==> src/fca_pkg.sv <==
// Shared types, codes and constants of the chain allocator.
// No dependencies.
`default_nettype none

package fca_pkg;

	localparam int MAX_ENTRIES = 4096;
	localparam int ENTRIES_PER_CLUSTER = 512;
	localparam int AW = $clog2(MAX_ENTRIES);
	localparam int CW = $clog2(MAX_ENTRIES + 1);
	localparam int VW = 13;
	localparam int OW = 3;
	localparam int SW = 3;

	// Operation codes
	localparam logic [OW-1:0] OP_FORMAT = 3'd0;
	localparam logic [OW-1:0] OP_ALLOC = 3'd1;
	localparam logic [OW-1:0] OP_RESIZE = 3'd2;
	localparam logic [OW-1:0] OP_FREE = 3'd3;
	localparam logic [OW-1:0] OP_COUNT = 3'd4;
	localparam logic [OW-1:0] OP_NEXT = 3'd5;
	localparam logic [OW-1:0] OP_CLUSTER = 3'd6;

	// Result status codes
	localparam logic [SW-1:0] ST_OK = 3'd0;
	localparam logic [SW-1:0] ST_ZERO = 3'd1;
	localparam logic [SW-1:0] ST_NOSPACE = 3'd2;
	localparam logic [SW-1:0] ST_RANGE = 3'd3;
	localparam logic [SW-1:0] ST_END = 3'd4;

	// Datapath actions
	typedef enum logic [3:0] {
		A_NONE,
		A_LOAD,
		A_INIT_CHAIN,
		A_INIT_ALLOC,
		A_INIT_GROW,
		A_STEP_LEN,
		A_STEP_ALLOC,
		A_MARK_CUT,
		A_FMT_STEP,
		A_ALLOC_COMMIT,
		A_GROW_LINK,
		A_WR_CUT,
		A_WR_END
	} act_t;

	// Result value source
	typedef enum logic [2:0] {
		V_ZERO,
		V_HEAD,
		V_CNT,
		V_LEN,
		V_RD,
		V_CLU
	} vsel_t;

	typedef struct packed {
		act_t act;
		logic res_ld;
		logic [SW-1:0] st;
		vsel_t vsel;
		logic out_ld;
	} cmd_t;

	typedef struct packed {
		logic [OW-1:0] op;
		logic cnt_zero;
		logic ent_zero;
		logic ent_rng;
		logic fh_zero;
		logic fh_rng;
		logic rd_zero;
		logic rd_rng;
		logic len_eq_cnt;
		logic len_full;
		logic vis_full;
		logic k_one;
		logic fmt_last;
	} dp_stat_t;

endpackage

`default_nettype wire

==> src/fca_ctrl.sv <==
// Controller state machine of the chain allocator.
// Depends on fca_pkg; drives the datapath fca_dp by command.
`default_nettype none

module fca_ctrl (
	input wire logic clk,
	input wire logic arst_n,
	input wire logic in_valid,
	output logic in_ready,
	output logic out_valid,
	input wire logic out_ready,
	input wire fca_pkg::dp_stat_t stat,
	output fca_pkg::cmd_t cmd
);

	typedef enum logic [14:0] {
		S_IDLE = 15'b000000000000001,
		S_DEC = 15'b000000000000010,
		S_FMT = 15'b000000000000100,
		S_CHK_RD = 15'b000000000001000,
		S_CHK_EV = 15'b000000000010000,
		S_ALLOC_RD = 15'b000000000100000,
		S_ALLOC_EV = 15'b000000001000000,
		S_GROW_WR = 15'b000000010000000,
		S_WALK_RD = 15'b000000100000000,
		S_WALK_EV = 15'b000001000000000,
		S_CUT_WR = 15'b000010000000000,
		S_END_WR = 15'b000100000000000,
		S_NL_RD = 15'b001000000000000,
		S_NL_EV = 15'b010000000000000,
		S_DONE = 15'b100000000000000
	} state_t;

	state_t state_q, state_d;
	logic out_valid_q;

	assign in_ready = (state_q == S_IDLE);
	assign out_valid = out_valid_q;

	// Next state and commands
	always_comb begin
		state_d = state_q;
		cmd = '{act: fca_pkg::A_NONE, res_ld: 1'b0, st: fca_pkg::ST_OK,
			vsel: fca_pkg::V_ZERO, out_ld: 1'b0};
		unique case (state_q)
			S_IDLE: begin
				if (in_valid) begin
					cmd.act = fca_pkg::A_LOAD;
					state_d = S_DEC;
				end
			end
			S_DEC: begin
				cmd.res_ld = 1'b1;
				state_d = S_DONE;
				case (stat.op) inside
					fca_pkg::OP_FORMAT: begin
						cmd.res_ld = 1'b0;
						state_d = S_FMT;
					end
					fca_pkg::OP_ALLOC: begin
						if (stat.cnt_zero) cmd.st = fca_pkg::ST_ZERO;
						else if (stat.fh_zero) cmd.st = fca_pkg::ST_NOSPACE;
						else if (stat.fh_rng) cmd.st = fca_pkg::ST_RANGE;
						else begin
							cmd.res_ld = 1'b0;
							cmd.act = fca_pkg::A_INIT_ALLOC;
							state_d = S_ALLOC_RD;
						end
					end
					fca_pkg::OP_RESIZE: begin
						if (stat.cnt_zero) cmd.st = fca_pkg::ST_ZERO;
						else if (stat.ent_zero || stat.ent_rng) cmd.st = fca_pkg::ST_RANGE;
						else begin
							cmd.res_ld = 1'b0;
							cmd.act = fca_pkg::A_INIT_CHAIN;
							state_d = S_CHK_RD;
						end
					end
					fca_pkg::OP_FREE, fca_pkg::OP_COUNT: begin
						if (stat.ent_zero || stat.ent_rng) cmd.st = fca_pkg::ST_RANGE;
						else begin
							cmd.res_ld = 1'b0;
							cmd.act = fca_pkg::A_INIT_CHAIN;
							state_d = S_WALK_RD;
						end
					end
					fca_pkg::OP_NEXT: begin
						if (stat.ent_rng) cmd.st = fca_pkg::ST_RANGE;
						else begin
							cmd.res_ld = 1'b0;
							cmd.act = fca_pkg::A_INIT_CHAIN;
							state_d = S_NL_RD;
						end
					end
					fca_pkg::OP_CLUSTER: begin
						if (stat.ent_rng) cmd.st = fca_pkg::ST_RANGE;
						else cmd.vsel = fca_pkg::V_CLU;
					end
					default: cmd.st = fca_pkg::ST_RANGE;
				endcase
			end
			// Format sweep, one entry a cycle
			S_FMT: begin
				cmd.act = fca_pkg::A_FMT_STEP;
				if (stat.fmt_last) begin
					cmd.res_ld = 1'b1;
					state_d = S_DONE;
				end
			end
			S_CHK_RD: state_d = S_CHK_EV;
			// Resize: walk up to the requested length or the chain end
			S_CHK_EV: begin
				if (stat.rd_zero) begin
					if (stat.len_eq_cnt) begin
						cmd.res_ld = 1'b1;
						cmd.vsel = fca_pkg::V_CNT;
						state_d = S_DONE;
					end else if (stat.fh_zero) begin
						cmd.res_ld = 1'b1;
						cmd.st = fca_pkg::ST_NOSPACE;
						state_d = S_DONE;
					end else if (stat.fh_rng) begin
						cmd.res_ld = 1'b1;
						cmd.st = fca_pkg::ST_RANGE;
						state_d = S_DONE;
					end else begin
						cmd.act = fca_pkg::A_INIT_GROW;
						state_d = S_ALLOC_RD;
					end
				end else if (stat.len_eq_cnt) begin
					if (stat.rd_rng) begin
						cmd.res_ld = 1'b1;
						cmd.st = fca_pkg::ST_RANGE;
						state_d = S_DONE;
					end else begin
						cmd.act = fca_pkg::A_MARK_CUT;
						state_d = S_WALK_RD;
					end
				end else if (stat.rd_rng || stat.len_full) begin
					cmd.res_ld = 1'b1;
					cmd.st = fca_pkg::ST_RANGE;
					state_d = S_DONE;
				end else begin
					cmd.act = fca_pkg::A_STEP_LEN;
					state_d = S_CHK_RD;
				end
			end
			S_ALLOC_RD: state_d = S_ALLOC_EV;
			// Free list walk and allocation commit
			S_ALLOC_EV: begin
				if (stat.k_one) begin
					if (stat.rd_rng) begin
						cmd.res_ld = 1'b1;
						cmd.st = fca_pkg::ST_RANGE;
						state_d = S_DONE;
					end else begin
						cmd.act = fca_pkg::A_ALLOC_COMMIT;
						if (stat.op == fca_pkg::OP_ALLOC) begin
							cmd.res_ld = 1'b1;
							cmd.vsel = fca_pkg::V_HEAD;
							state_d = S_DONE;
						end else begin
							state_d = S_GROW_WR;
						end
					end
				end else if (stat.rd_zero) begin
					cmd.res_ld = 1'b1;
					cmd.st = fca_pkg::ST_NOSPACE;
					state_d = S_DONE;
				end else if (stat.rd_rng || stat.vis_full) begin
					cmd.res_ld = 1'b1;
					cmd.st = fca_pkg::ST_RANGE;
					state_d = S_DONE;
				end else begin
					cmd.act = fca_pkg::A_STEP_ALLOC;
					state_d = S_ALLOC_RD;
				end
			end
			S_GROW_WR: begin
				cmd.act = fca_pkg::A_GROW_LINK;
				cmd.res_ld = 1'b1;
				cmd.vsel = fca_pkg::V_CNT;
				state_d = S_DONE;
			end
			S_WALK_RD: state_d = S_WALK_EV;
			// Walk to the chain end
			S_WALK_EV: begin
				if (stat.rd_zero) begin
					case (stat.op)
						fca_pkg::OP_RESIZE: state_d = S_CUT_WR;
						fca_pkg::OP_FREE: state_d = S_END_WR;
						default: begin
							cmd.res_ld = 1'b1;
							cmd.vsel = fca_pkg::V_LEN;
							state_d = S_DONE;
						end
					endcase
				end else if (stat.rd_rng || stat.len_full) begin
					cmd.res_ld = 1'b1;
					cmd.st = fca_pkg::ST_RANGE;
					state_d = S_DONE;
				end else begin
					cmd.act = fca_pkg::A_STEP_LEN;
					state_d = S_WALK_RD;
				end
			end
			S_CUT_WR: begin
				cmd.act = fca_pkg::A_WR_CUT;
				state_d = S_END_WR;
			end
			S_END_WR: begin
				cmd.act = fca_pkg::A_WR_END;
				cmd.res_ld = 1'b1;
				cmd.vsel = (stat.op == fca_pkg::OP_RESIZE) ? fca_pkg::V_CNT : fca_pkg::V_ZERO;
				state_d = S_DONE;
			end
			S_NL_RD: state_d = S_NL_EV;
			S_NL_EV: begin
				cmd.res_ld = 1'b1;
				if (stat.rd_zero) cmd.st = fca_pkg::ST_END;
				else cmd.vsel = fca_pkg::V_RD;
				state_d = S_DONE;
			end
			// Hand the result to the output register
			S_DONE: begin
				if (!out_valid_q || out_ready) begin
					cmd.out_ld = 1'b1;
					state_d = S_IDLE;
				end
			end
			default: state_d = S_IDLE;
		endcase
	end

	// State and output valid
	always_ff @(posedge clk or negedge arst_n) begin
		if (!arst_n) begin
			state_q <= S_IDLE;
			out_valid_q <= 1'b0;
		end else begin
			state_q <= state_d;
			if (cmd.out_ld) out_valid_q <= 1'b1;
			else if (out_ready) out_valid_q <= 1'b0;
		end
	end

endmodule

`default_nettype wire

==> config.mk <==
export PLATFORM = sky130hd
export DESIGN_NAME = fca_ctrl
export DESIGN_NICKNAME = d
export VERILOG_FILES = /design/src/fca_pkg.sv /design/src/fca_ctrl.sv
export SDC_FILE = /design/constraint.sdc
export NUM_CORES = 1
export LEC_CHECK = 0
export ABC_CLOCK_PERIOD_IN_PS = 2700
export BUFFER_PORTS_ARGS = -buffer_cell sky130_fd_sc_hd__buf_2
export CORE_MARGIN = 5
export CORE_UTILIZATION = 45
export DETAILED_ROUTE_END_ITERATION = 6
export PLACE_DENSITY = 0.68
export SLEW_MARGIN = 40
export SYNTH_ARGS = -nofsm -noshare
export SYNTH_HDL_FRONTEND = slang
export SYNTH_SLANG_ARGS = --single-unit
==> constraint.sdc <==
create_clock -name clk -period 2.7 [get_ports clk]
set_clock_uncertainty 0.15 [all_clocks]
set_input_delay 0.135 -clock clk [delete_from_list [all_inputs] [get_ports clk]]
set_output_delay 0.135 -clock clk [all_outputs]
set_load 0.02 [all_outputs]
==> results of run 1 <==
cells by family (layout without fill, tap and decap cells):
logic type | Yosys count | after routing
XOR/XNOR | 3 | 3
AND/OR/NAND/NOR | 105 | 105
flip-flops | 16 | 16
buffers and inverters | 10 | 55
AO/OA/AOI/OAI | 45 | 45
multiplexers | 1 | 1
flip-flops by register name, indices dropped and copies added (netlist names):
name	cells
out_valid	1
state_q	15
metrics by stage:
stage	hold slack (ps)	setup TNS, ps
2_1_floorplan	-311	0
3_5_place_dp	-74.8	0
5_1_grt	21.8	-774
4_1_cts	19.2	-14.0
3_3_place_gp	-80.8	0
6_report	5.95	-26.0
power groups by stage:
stage	sequential [mW]	combinational [mW]	clock (mW)
6_report	0.308	0.439	0.141
5_1_grt	0.315	0.477	0.151
4_1_cts	0.303	0.392	0.137
3_5_place_dp	0.303	0.377	0
3_3_place_gp	0.302	0.373	0
2_1_floorplan	0.300	0.257	0
per-layer routing:
metal / GRT usage [%] / vias to the layer above / routed length, um
met5: 0 / - / 0
met4: 5.46 / 0 / 80
met3: 2.79 / 8 / 268
met2: 36.5 / 70 / 2480
met1: 26.7 / 831 / 2010
li1: - / 815 / -
layout make-up:
type | instances | share of cell area (%)
Tap cell | 46 | 2.97
Multi-Input combinational cell | 154 | 58.4
Inverter | 4 | 0.776
Timing Repair Buffer | 47 | 15.2
Sequential cell | 16 | 21.3
Clock buffer | 4 | 1.36
cell usage after synthesis, types with 3 or more instances:
master     n
nand2b_1   7
inv_1      4
nand4_1    6
dfrtp_1   15
nor4_4     3
nor3_1     4
nor3b_1    4
o21ai_0    8
clkbuf_1   4
nor4b_1   10
xnor2_1    3
or4b_1     3
o32ai_1    4
and2_1     3
nand2_1   13
nor2_1    19
a21oi_1    8
nand3_1    8
a211oi_1   3
nor2b_1    6
worst max-delay path by stage:
stage               endpoint  slack, ps
floorplan             cmd[2]        210
global placement      cmd[8]        290
detailed placement   cmd[10]        300
CTS                  cmd[10]        -10
global route          cmd[0]       -160
finish                cmd[0]        -10
what timing repair did:
item / 4_1_cts / 5_1_grt
hold endpoints to repair: 19 / 0
hold buffers: 3 / 0
resized for setup: 2 / 24
pin swaps: 0 / 5
setup buffers: 0 / 7
setup endpoints to repair: 3 / 11
worst register-to-register path, delay by kind of cell, from the launching register on:
family                 cells  cell delay [ps]
flip-flops                 1              460
AO/OA/AOI/OAI              1              200
buffers and inverters      2              300
AND/OR/NAND/NOR            3             1270
==> run_results.csv, run 1 <==
group,metric,value,unit
timing,rsz0062_at_grt,"yes",
yosys,synth_top_family_by_area,"simple AND/OR/NAND/NOR gates",
detailed_routing,drt_iter0_drc,232,
timing,final_hold_viol_count,0,
yosys,yosys_warnings,0,
worst_setup_path,critPathMaxFanout,7,
yosys,syn_area_per_cell,8.40,um2
finish,final_cell_mix,"buf_2 (28), nor2_1 (18), buf_4 (15), nand2_1 (13), dfrtp_2 (9)",
clock_tree,clock_latency,300,ps
pwr,p_comb_share,49.4,%
place,gp_congestion,0.934,
clock_tree,clk_pin_slew,100,ps
global_route,antenna_found_initial,0,
yosys,yosysSeqAreaShare,26.6,%
finish,fin_area,1940,um2
detailed_routing,drc_errors,0,
worst_setup_path,critPathSlowestCell,"or4b_1",
pwr,p_switching,372,uW
detailed_routing,vias,1724,
place,hpwl,3620,um
clock_tree,cts_tree,"done",
place,portBuffers,32,
finish,layout.cells.most_common,"buf_2",
worst_hold_path,hold_end,"out_valid",
global_route,grt_start_max_net_pins,17,
worst_setup_path,arrival,2430,ps
worst_setup_path,r2r_slack,260,ps
clock_tree,clock-sinks,16,
detailed_routing,antenna_left,0,
worst_setup_path,worst_ep_required_time,2410,ps
timing,slew_headroom,57.7,%
detailed_routing,wl_per_cell,17.8,um
worst_setup_path,r2r_end,"state_q[3]",
finish,drive_gt1_share,35.1,%
run_status,status,"finished, violations left",
worst_setup_path,cp.depth,5,
worst_setup_path,cp-start-kind,"flip-flop",
finish,nFillCells,302,
global_route,grt_pass1_vias,1516,
pwr,p_seq_share,34.7,%
pwr,vdd_drop_max,0.156,mV
yosys,synthTopCellsByArea,"dfrtp_1 (25%), nor4b_1 (5.8%), nor2_1 (4.7%)",
clock_tree,htreeDepth,1,
worst_setup_path,startpoint,"state_q[5]",
worst_hold_path,min_delay_path_depth,3,
floorplanning,chipHeight,68.0,um
clock_tree,cts.path.max_buffers,2,
yosys,synth.area.mux_share,0.662,%
yosys,synth.largest_area_cell,"dfrtp_1",
detailed_routing,avgViaCountPerCell,6.36,
finish,area_growth,28.0,%
worst_setup_path,end_kind,"output pin",
timing,fin_crit_sh,100,%
pwr,pwr-share-clk,15.8,%
yosys,yosys.area_share.simple,46.1,%
finish,nNetsFinal,245,
yosys,synth_compound_area_share,22.3,%
pwr,p_total,887,uW
place,dp.cells,257,
floorplanning,die_area,4620,um2
worst_hold_path,holdCritStartpoint,"out_ready",
floorplanning,io_pins,33,
global_route,grt_overflow_total,0,
finish,ff_latch_area,413,um2
yosys,synth_edf_count,0,
place,pre_cts_slack,298,ps
floorplanning,die_w,68.0,um
flow_run,cap_violations,0,
clock_tree,clockRootBuffer,"clkbuf_4",
yosys,yosys.area.top_type_share,24.8,%
floorplanning,initial_core_util,46.1,%
floorplanning,fp.coreArea,3280,um2
worst_hold_path,hp-class,"primary input to flip-flop",
clock_tree,cts_buffers,3,
place,dpl_cell_area,1740,um2
detailed_routing,routed_wl,4840,um
yosys,synth_xor_area_share,1.74,%
worst_setup_path,critical_path_buf_inv_count,1,
yosys,synth_nets,199,
yosys,synth_ff_type,"dfrtp_1",
global_route,track_usage,20.8,%
run_status,violations,"setup timing",
yosys,synthCells,180,
floorplanning,rows,21,
pwr,internal_power,515,uW
finish,final_cells,271,
timing,tightestPinTransition,629,ps
worst_setup_path,path_delay_family,"simple AND/OR/NAND/NOR gates",
finish,multi_input_area,1130,um2
worst_setup_path,crit_chain,"nor4_4, nand3_1, or4b_1, nor2b_1, buf_2",
worst_setup_path,reg2reg_from,"state_q[11]",
worst_setup_path,reg2reg_depth,6,
pwr,power.density,458,nW/um2
yosys,async_flop_share,100,%
pwr,swShare,42.0,%
finish,postLayoutCoreUtil,58.9,%
timing,final-max-slew-violation-count,0,
global_route,grt_pass1_wl,7320,um
timing,fmax,369,MHz
worst_setup_path,crit_type,"flip-flop to output pin",
finish,n_antenna_cell,0,
timing,setup_viol,4,
timing,setup_slack,-12.0,ps
detailed_routing,drtPass1Iterations,4,
yosys,netlist_area,1510,um2
yosys,synthAdderAreaFrac,0,%
worst_setup_path,critPathMaxStageDelay,620,ps
timing,fin_crit,2710,ps
pwr,leakage,0.811,nW
yosys,synth_seq_cells,16,
yosys,ys_types,56,
Power figures use the tool's default switching activity.
==> run 2: changes to the inputs <==
--- a/config.mk
+++ b/config.mk
@@ -5,7 +5,8 @@
 export SDC_FILE = /design/constraint.sdc
 export NUM_CORES = 1
 export LEC_CHECK = 0
-export ABC_CLOCK_PERIOD_IN_PS = 2700
+export ABC_AREA = 1
+export ABC_CLOCK_PERIOD_IN_PS = 3000
 export BUFFER_PORTS_ARGS = -buffer_cell sky130_fd_sc_hd__buf_2
 export CORE_MARGIN = 5
 export CORE_UTILIZATION = 45
==> constraint.sdc (replaced) <==
create_clock -name clk -period 3 [get_ports clk]
set_clock_uncertainty 0.15 [all_clocks]
set_input_delay 0.15 -clock clk [delete_from_list [all_inputs] [get_ports clk]]
set_output_delay 0.15 -clock clk [all_outputs]
set_load 0.02 [all_outputs]
==> run 2 against run 1 <==
- the flow now finishes without violations
- highest routed layer unchanged
- sequential power down 18%
- routed wire length decreased by 18%
- synthesized cell count rose by 37%
- critical endpoint is now cmd[7]
- count of clock-buffer cells in the layout is the same
- sequential cell count unchanged
- register-to-register slack improved by 890 ps
- hold slack improved by 40 ps
- power is 14% lower
==> run_results.csv, run 2 <==
group,metric,value,unit
run_status,status,"completed",
clock_tree,clockRootBuffer,"clkbuf_4",
global_route,grt_start_max_net_pins,17,
clock_tree,clock_latency,290,ps
timing,fmax,434,MHz
pwr,vdd_drop_max,0.144,mV
worst_setup_path,critPathMaxStageDelay,550,ps
yosys,synth_seq_cells,16,
pwr,swShare,43.4,%
finish,drive_gt1_share,20.6,%
yosys,yosysSeqAreaShare,27.3,%
yosys,netlist_area,1470,um2
clock_tree,cts_resized,0,
timing,rsz0062_at_grt,"no",
clock_tree,cts_tree,"done",
global_route,antenna_found_initial,0,
place,hpwl,3240,um
floorplanning,chipHeight,67.2,um
place,gp_congestion,0.916,
clock_tree,post-cts-setup-buffer-count,0,
flow_run,cap_violations,0,
detailed_routing,drt_iter0_drc,106,
timing,final_hold_viol_count,0,
detailed_routing,routed_wl,3970,um
finish,final_cell_mix,"inv_1 (52), nor2_1 (49), nand2_1 (49), buf_2 (32), nand3_1 (25)",
yosys,yosys_warnings,0,
yosys,synthCells,247,
finish,layout.cells.most_common,"inv_1",
yosys,synth.largest_area_cell,"dfrtp_1",
detailed_routing,drtPass1Iterations,4,
detailed_routing,wl_per_cell,12.0,um
global_route,grt_pass1_vias,1498,
finish,postLayoutCoreUtil,56.6,%
detailed_routing,antenna_left,0,
worst_setup_path,cp-start-kind,"flip-flop",
finish,largest_reg_flops,15,
finish,largest-register,"state_q",
timing,fin_crit_sh,76.8,%
clock_tree,cts_buffers,3,
yosys,ys_types,26,
yosys,synth_nets,266,
finish,multi_input_area,860,um2
timing,final-max-slew-violation-count,0,
place,dpl_cell_area,1680,um2
finish,n_antenna_cell,0,
worst_setup_path,crit_type,"flip-flop to output pin",
detailed_routing,avgViaCountPerCell,5.00,
yosys,synth_ff_type,"dfrtp_1",
worst_setup_path,worst_ep_required_time,2700,ps
pwr,p_switching,332,uW
yosys,syn_area_per_cell,5.96,um2
global_route,grt_pass1_wl,6560,um
floorplanning,io_pins,33,
global_route,grt_overflow_total,0,
floorplanning,die_w,67.2,um
pwr,p_total,765,uW
timing,finalSetupTns,0,ps
worst_setup_path,path_delay_family,"simple AND/OR/NAND/NOR gates",
clock_tree,clk_pin_slew,100,ps
yosys,yosysMostFrequentCell,"inv_1",
finish,fin_area,1760,um2
detailed_routing,vias,1649,
yosys,async_flop_share,100,%
clock_tree,htreeDepth,1,
timing,slew_headroom,65.5,%
worst_setup_path,critPathMaxFanout,6,
place,portBuffers,32,
clock_tree,clock-sinks,16,
finish,area_growth,19.3,%
yosys,yosys-top-cells-count,"inv_1 (52), nand2_1 (49), nor2_1 (49)",
worst_setup_path,critical_path_buf_inv_count,1,
timing,setup_viol,0,
yosys,synthTopCellsByArea,"dfrtp_1 (26%), inv_1 (13%), nand2_1 (13%)",
worst_hold_path,hp-class,"primary input to flip-flop",
floorplanning,die_area,4510,um2
pwr,leakage,1.08,nW
finish,nNetsFinal,306,
floorplanning,initial_core_util,47.4,%
worst_setup_path,arrival,2000,ps
clock_tree,cts.path.max_buffers,2,
pwr,p_seq_share,33.2,%
finish,ff_latch_area,402,um2
pwr,power.density,436,nW/um2
floorplanning,rows,20,
worst_setup_path,crit_top_cell,"nor2_1",
timing,fin_crit,2300,ps
pwr,pwr-share-clk,18.8,%
pwr,p_comb_share,47.9,%
floorplanning,fp.coreArea,3100,um2
yosys,yosys.area.top_type_share,25.5,%
timing,tightestPinTransition,513,ps
global_route,track_usage,18.8,%
finish,nFillCells,346,
pwr,internal_power,433,uW
worst_setup_path,end_kind,"output pin",
detailed_routing,drc_errors,0,
worst_setup_path,crit_chain,"nor2_1, nand2_2, nor2_4, nand3_1, nand2_1, nor2_1, nand3_1, nor2_1, nand2_1, buf_2",
yosys,synth_edf_count,0,
worst_setup_path,critPathSlowestCell,"dfstp_2",
-- run 2: cell type report --
cell class	instances	area share, %
sequential	16	22.9
multi-input combinational	176	49.0
inverter	54	11.5
tap	44	3.14
clock buffer	4	2.07
timing repair buffer	36	11.4
-- run 2: kinds of logic after synthesis --
group | after synthesis | share of synthesized area (%)
flip-flops | 16 | 27.3
buffers and inverters | 55 | 14.3
AND/OR/NAND/NOR | 156 | 49.4
AO/OA/AOI/OAI | 20 | 9.01
-- run 2: worst paths after layout --
path / depth (start not counted) / startpoint / to / slack, ps
worst max register to register: 9 / state_q[0] / state_q[14] / 1150
worst min-delay path: 3 / stat[13] / state_q[11] / 50
worst max-delay path: 10 / state_q[0] / cmd[7] / 700
worst min register to register: 4 / state_q[0] / state_q[0] / 420
max in group asynchronous: 2 / arst_n / state_q[0] / 2240
min in group asynchronous: 2 / arst_n / out_valid / 160
-- run 2: stage by stage --
stage	cells	hold slack (ps)	setup slack, ps
4_1_cts	330	38.2	733
5_1_grt	330	80.9	561
3_3_place_gp	322	-67.1	1060
3_5_place_dp	322	-67.3	1060
2_1_floorplan	247	-296	1160
6_report	330	45.8	696
-- run 2: what timing repair did --
item | in CTS | in global routing
endpoints found under the setup margin | 0 | 0
endpoints found under the hold margin | 19 | 0
hold buffers | 4 | 0
-- run 2: power by group through the flow --
stage,clock network [mW],registers [mW],logic (mW)
final,0.144,0.254,0.367
after global routing,0.156,0.256,0.415
after CTS,0.147,0.254,0.367
after detailed placement,0,0.259,0.361
after global placement,0,0.257,0.361
after floorplan,0,0.259,0.265
-- run 2: per-layer routing --
metal | up-vias | global-route usage, % | routed length (um)
met5 | - | 0 | 0
met4 | 0 | 5.32 | 48
met3 | 4 | 1.66 | 223
met2 | 59 | 31.5 | 1850
met1 | 730 | 25.6 | 1850
li1 | 856 | - | -
-- run 2: worst register-to-register path: stages (launching register included) --
cell,delay [ps]
dfstp_2,550
nor2_1,60
nand2_2,130
nor2_4,70
nand3_1,180
nand2_1,120
nor2_1,110
nand3_1,80
nor2_1,190
nand3_1,90
==> run 3: changes to the inputs <==
--- a/config.mk
+++ b/config.mk
@@ -5,13 +5,13 @@
 export SDC_FILE = /design/constraint.sdc
 export NUM_CORES = 1
 export LEC_CHECK = 0
-export ABC_AREA = 1
-export ABC_CLOCK_PERIOD_IN_PS = 3000
+export ABC_AREA = 0
+export ABC_CLOCK_PERIOD_IN_PS = 2000
 export BUFFER_PORTS_ARGS = -buffer_cell sky130_fd_sc_hd__buf_2
 export CORE_MARGIN = 5
 export CORE_UTILIZATION = 45
 export DETAILED_ROUTE_END_ITERATION = 6
-export PLACE_DENSITY = 0.68
+export PLACE_DENSITY = 0.71
 export SLEW_MARGIN = 40
 export SYNTH_ARGS = -nofsm -noshare
 export SYNTH_HDL_FRONTEND = slang
==> constraint.sdc (replaced) <==
create_clock -name clk -period 2 [get_ports clk]
set_clock_uncertainty 0.15 [all_clocks]
set_input_delay 0.1 -clock clk [delete_from_list [all_inputs] [get_ports clk]]
set_output_delay 0.1 -clock clk [all_outputs]
set_load 0.02 [all_outputs]
==> run 3 against run 2 <==
- the run now ends with hold timing, setup timing left
- critical path depth shrank 3
- non-clock buffer count grew 67
- hold slack lost 50 ps
- sequential power grew 57%
- final cell count shrank 0.91%
- cell area grew 55%
- critical path type unchanged
- largest cell class unchanged
- largest power group unchanged
==> run_results.csv, run 3 (synthesis results as in run 1) <==
group,metric,value,unit
timing,fin_crit,2700,ps
worst_setup_path,cp-start-kind,"flip-flop",
worst_hold_path,min_delay_path_depth,3,
pwr,leakage,1.24,nW
worst_hold_path,holdCritStartpoint,"out_ready",
floorplanning,io_pins,33,
finish,fin_area,2720,um2
global_route,use_met1,35.9,%
global_route,antenna_found_initial,0,
timing,rsz0062_at_grt,"yes",
run_status,violations,"hold timing, setup timing",
finish,layout.cells.most_common,"buf_4",
finish,nNetsFinal,301,
worst_setup_path,arrival,2450,ps
flow_run,cap_violations,0,
timing,whs,-4.04,ps
global_route,grt_util_met3,6.40,%
clock_tree,htreeDepth,1,
floorplanning,rows,21,
place,gp_congestion,1.06,
worst_hold_path,hp-class,"primary input to flip-flop",
finish,drive_gt1_share,57.7,%
global_route,grt_overflow_total,0,
clock_tree,clock_latency,300,ps
timing,finalSetupTns,-9930,ps
worst_setup_path,reg2reg_from,"state_q[4]",
finish,ff_latch_area,404,um2
floorplanning,die_area,4620,um2
clock_tree,clk_pin_slew,100,ps
global_route,busiest_layer,"met2",
worst_setup_path,crit_type,"flip-flop to output pin",
finish,multi_input_area,1400,um2
worst_setup_path,reg2reg_depth,8,
detailed_routing,drt_iter0_drc,243,
finish,final_cell_mix,"buf_4 (58), buf_6 (22), buf_2 (20), nor2_1 (15), dfrtp_1 (13)",
run_status,status,"finished, violations left",
timing,setup_slack,-697,ps
timing,fmax,371,MHz
detailed_routing,avgViaCountPerCell,6.47,
worst_setup_path,r2r_end,"state_q[3]",
worst_setup_path,end_kind,"output pin",
timing,setup_viol,23,
global_route,grt_use_met2,50.5,%
finish,n_antenna_cell,0,
timing,final-max-slew-violation-count,0,
finish,largest_reg_flops,15,
pwr,power.density,589,nW/um2
pwr,p_total,1.60,mW
timing,fin_crit_sh,135,%
global_route,grt_pass1_vias,2075,
finish,largest-register,"state_q",
worst_setup_path,r2r_slack,-430,ps
clock_tree,cts.path.max_buffers,2,
clock_tree,clockRootBuffer,"clkbuf_4",
clock_tree,clock-sinks,16,
timing,final_hold_viol_count,1,
global_route,grt_pass1_wl,10400,um
finish,postLayoutCoreUtil,82.7,%
detailed_routing,antenna_left,0,
finish,area_growth,79.6,%
worst_hold_path,hold_end,"out_valid",
floorplanning,chipHeight,68.0,um
timing,slew_headroom,59.1,%
timing,tightestPinTransition,611,ps
worst_setup_path,critPathMaxFanout,3,
detailed_routing,routed_wl,6970,um
worst_setup_path,worst_ep_required_time,1750,ps
place,portBuffers,32,
detailed_routing,drc_errors,0,
floorplanning,fp.coreArea,3280,um2
floorplanning,initial_core_util,46.1,%
detailed_routing,vias,2117,
clock_tree,cts_buffers,3,
finish,nFillCells,183,
place,pre_cts_slack,-300,ps
place,hpwl,4340,um
pwr,vdd_drop_max,0.660,mV
floorplanning,die_w,68.0,um
place,dpl_cell_area,2170,um2
detailed_routing,wl_per_cell,21.3,um
clock_tree,cts_tree,"done",
detailed_routing,drtPass1Iterations,4,
global_route,grt_start_max_net_pins,17,
global_route,track_usage,30.0,%
## run 3: cell count changes in the layout (fill, tap and decap cells not counted), moves of 12 or more
cell / previous run / this run
buf_2: 32 / 20
buf_4: 0 / 58
buf_6: 0 / 22
inv_1: 52 / 3
nand2_1: 49 / 8
nand3_1: 25 / 4
nor2_1: 49 / 15
## run 3: area by class of cell
type / count / share of cell area (%)
inverter: 4 / 0.553
timing repair buffer: 103 / 29.9
tap: 46 / 2.12
multi-input combinational: 154 / 51.5
clock buffer: 4 / 0.967
sequential: 16 / 14.9
## run 3: power by group
group | switching (mW) | internal [mW] | total (mW)
registers | 0.0387 | 0.359 | 0.398
clock network | 0.114 | 0.0778 | 0.192
logic | 0.509 | 0.502 | 1.01
## run 3: layer usage
metal  routed length [um]  vias to the layer above  share of wire [%]
li1                     -                      923                  -
met1                 2610                     1003                 37
met2                 3360                      147                 48
met3                  625                       44                9.0
met4                  370                        0                5.3
met5                    0                        -                  0
## run 3: what timing repair did
action | in CTS | in global routing
resized for setup | 48 | 31
setup endpoints to repair | 24 | 24
hold buffers | 3 | 0
pin swaps | 12 | 11
hold endpoints to repair | 19 | 0
setup buffers | 14 | 6
cloned | 0 | 0
## run 3: critical path, stage by stage (launching register included)
cell      delay, ps
dfrtp_1         440
buf_6           140
or4_4           510
nor4_4          370
nand4_2         180
o2111a_1        300
nand3_2          80
buf_6           120
## run 3: stage by stage
step                      hold WS [ps]  cells
after floorplan                   -346    180
after global placement            -121    301
after detailed placement          -116    301
after CTS                         8.17    321
after global routing              22.4    327
final                            -4.04    327
## run 3: worst max path at each step
| stage | end | from |
|---|---|---|
| after floorplan | cmd[1] | state_q[10] |
| after global placement | cmd[5] | state_q[7] |
| after detailed placement | cmd[5] | state_q[7] |
| after CTS | cmd[4] | state_q[7] |
| after global routing | cmd[4] | state_q[4] |
| final | cmd[7] | state_q[4] |
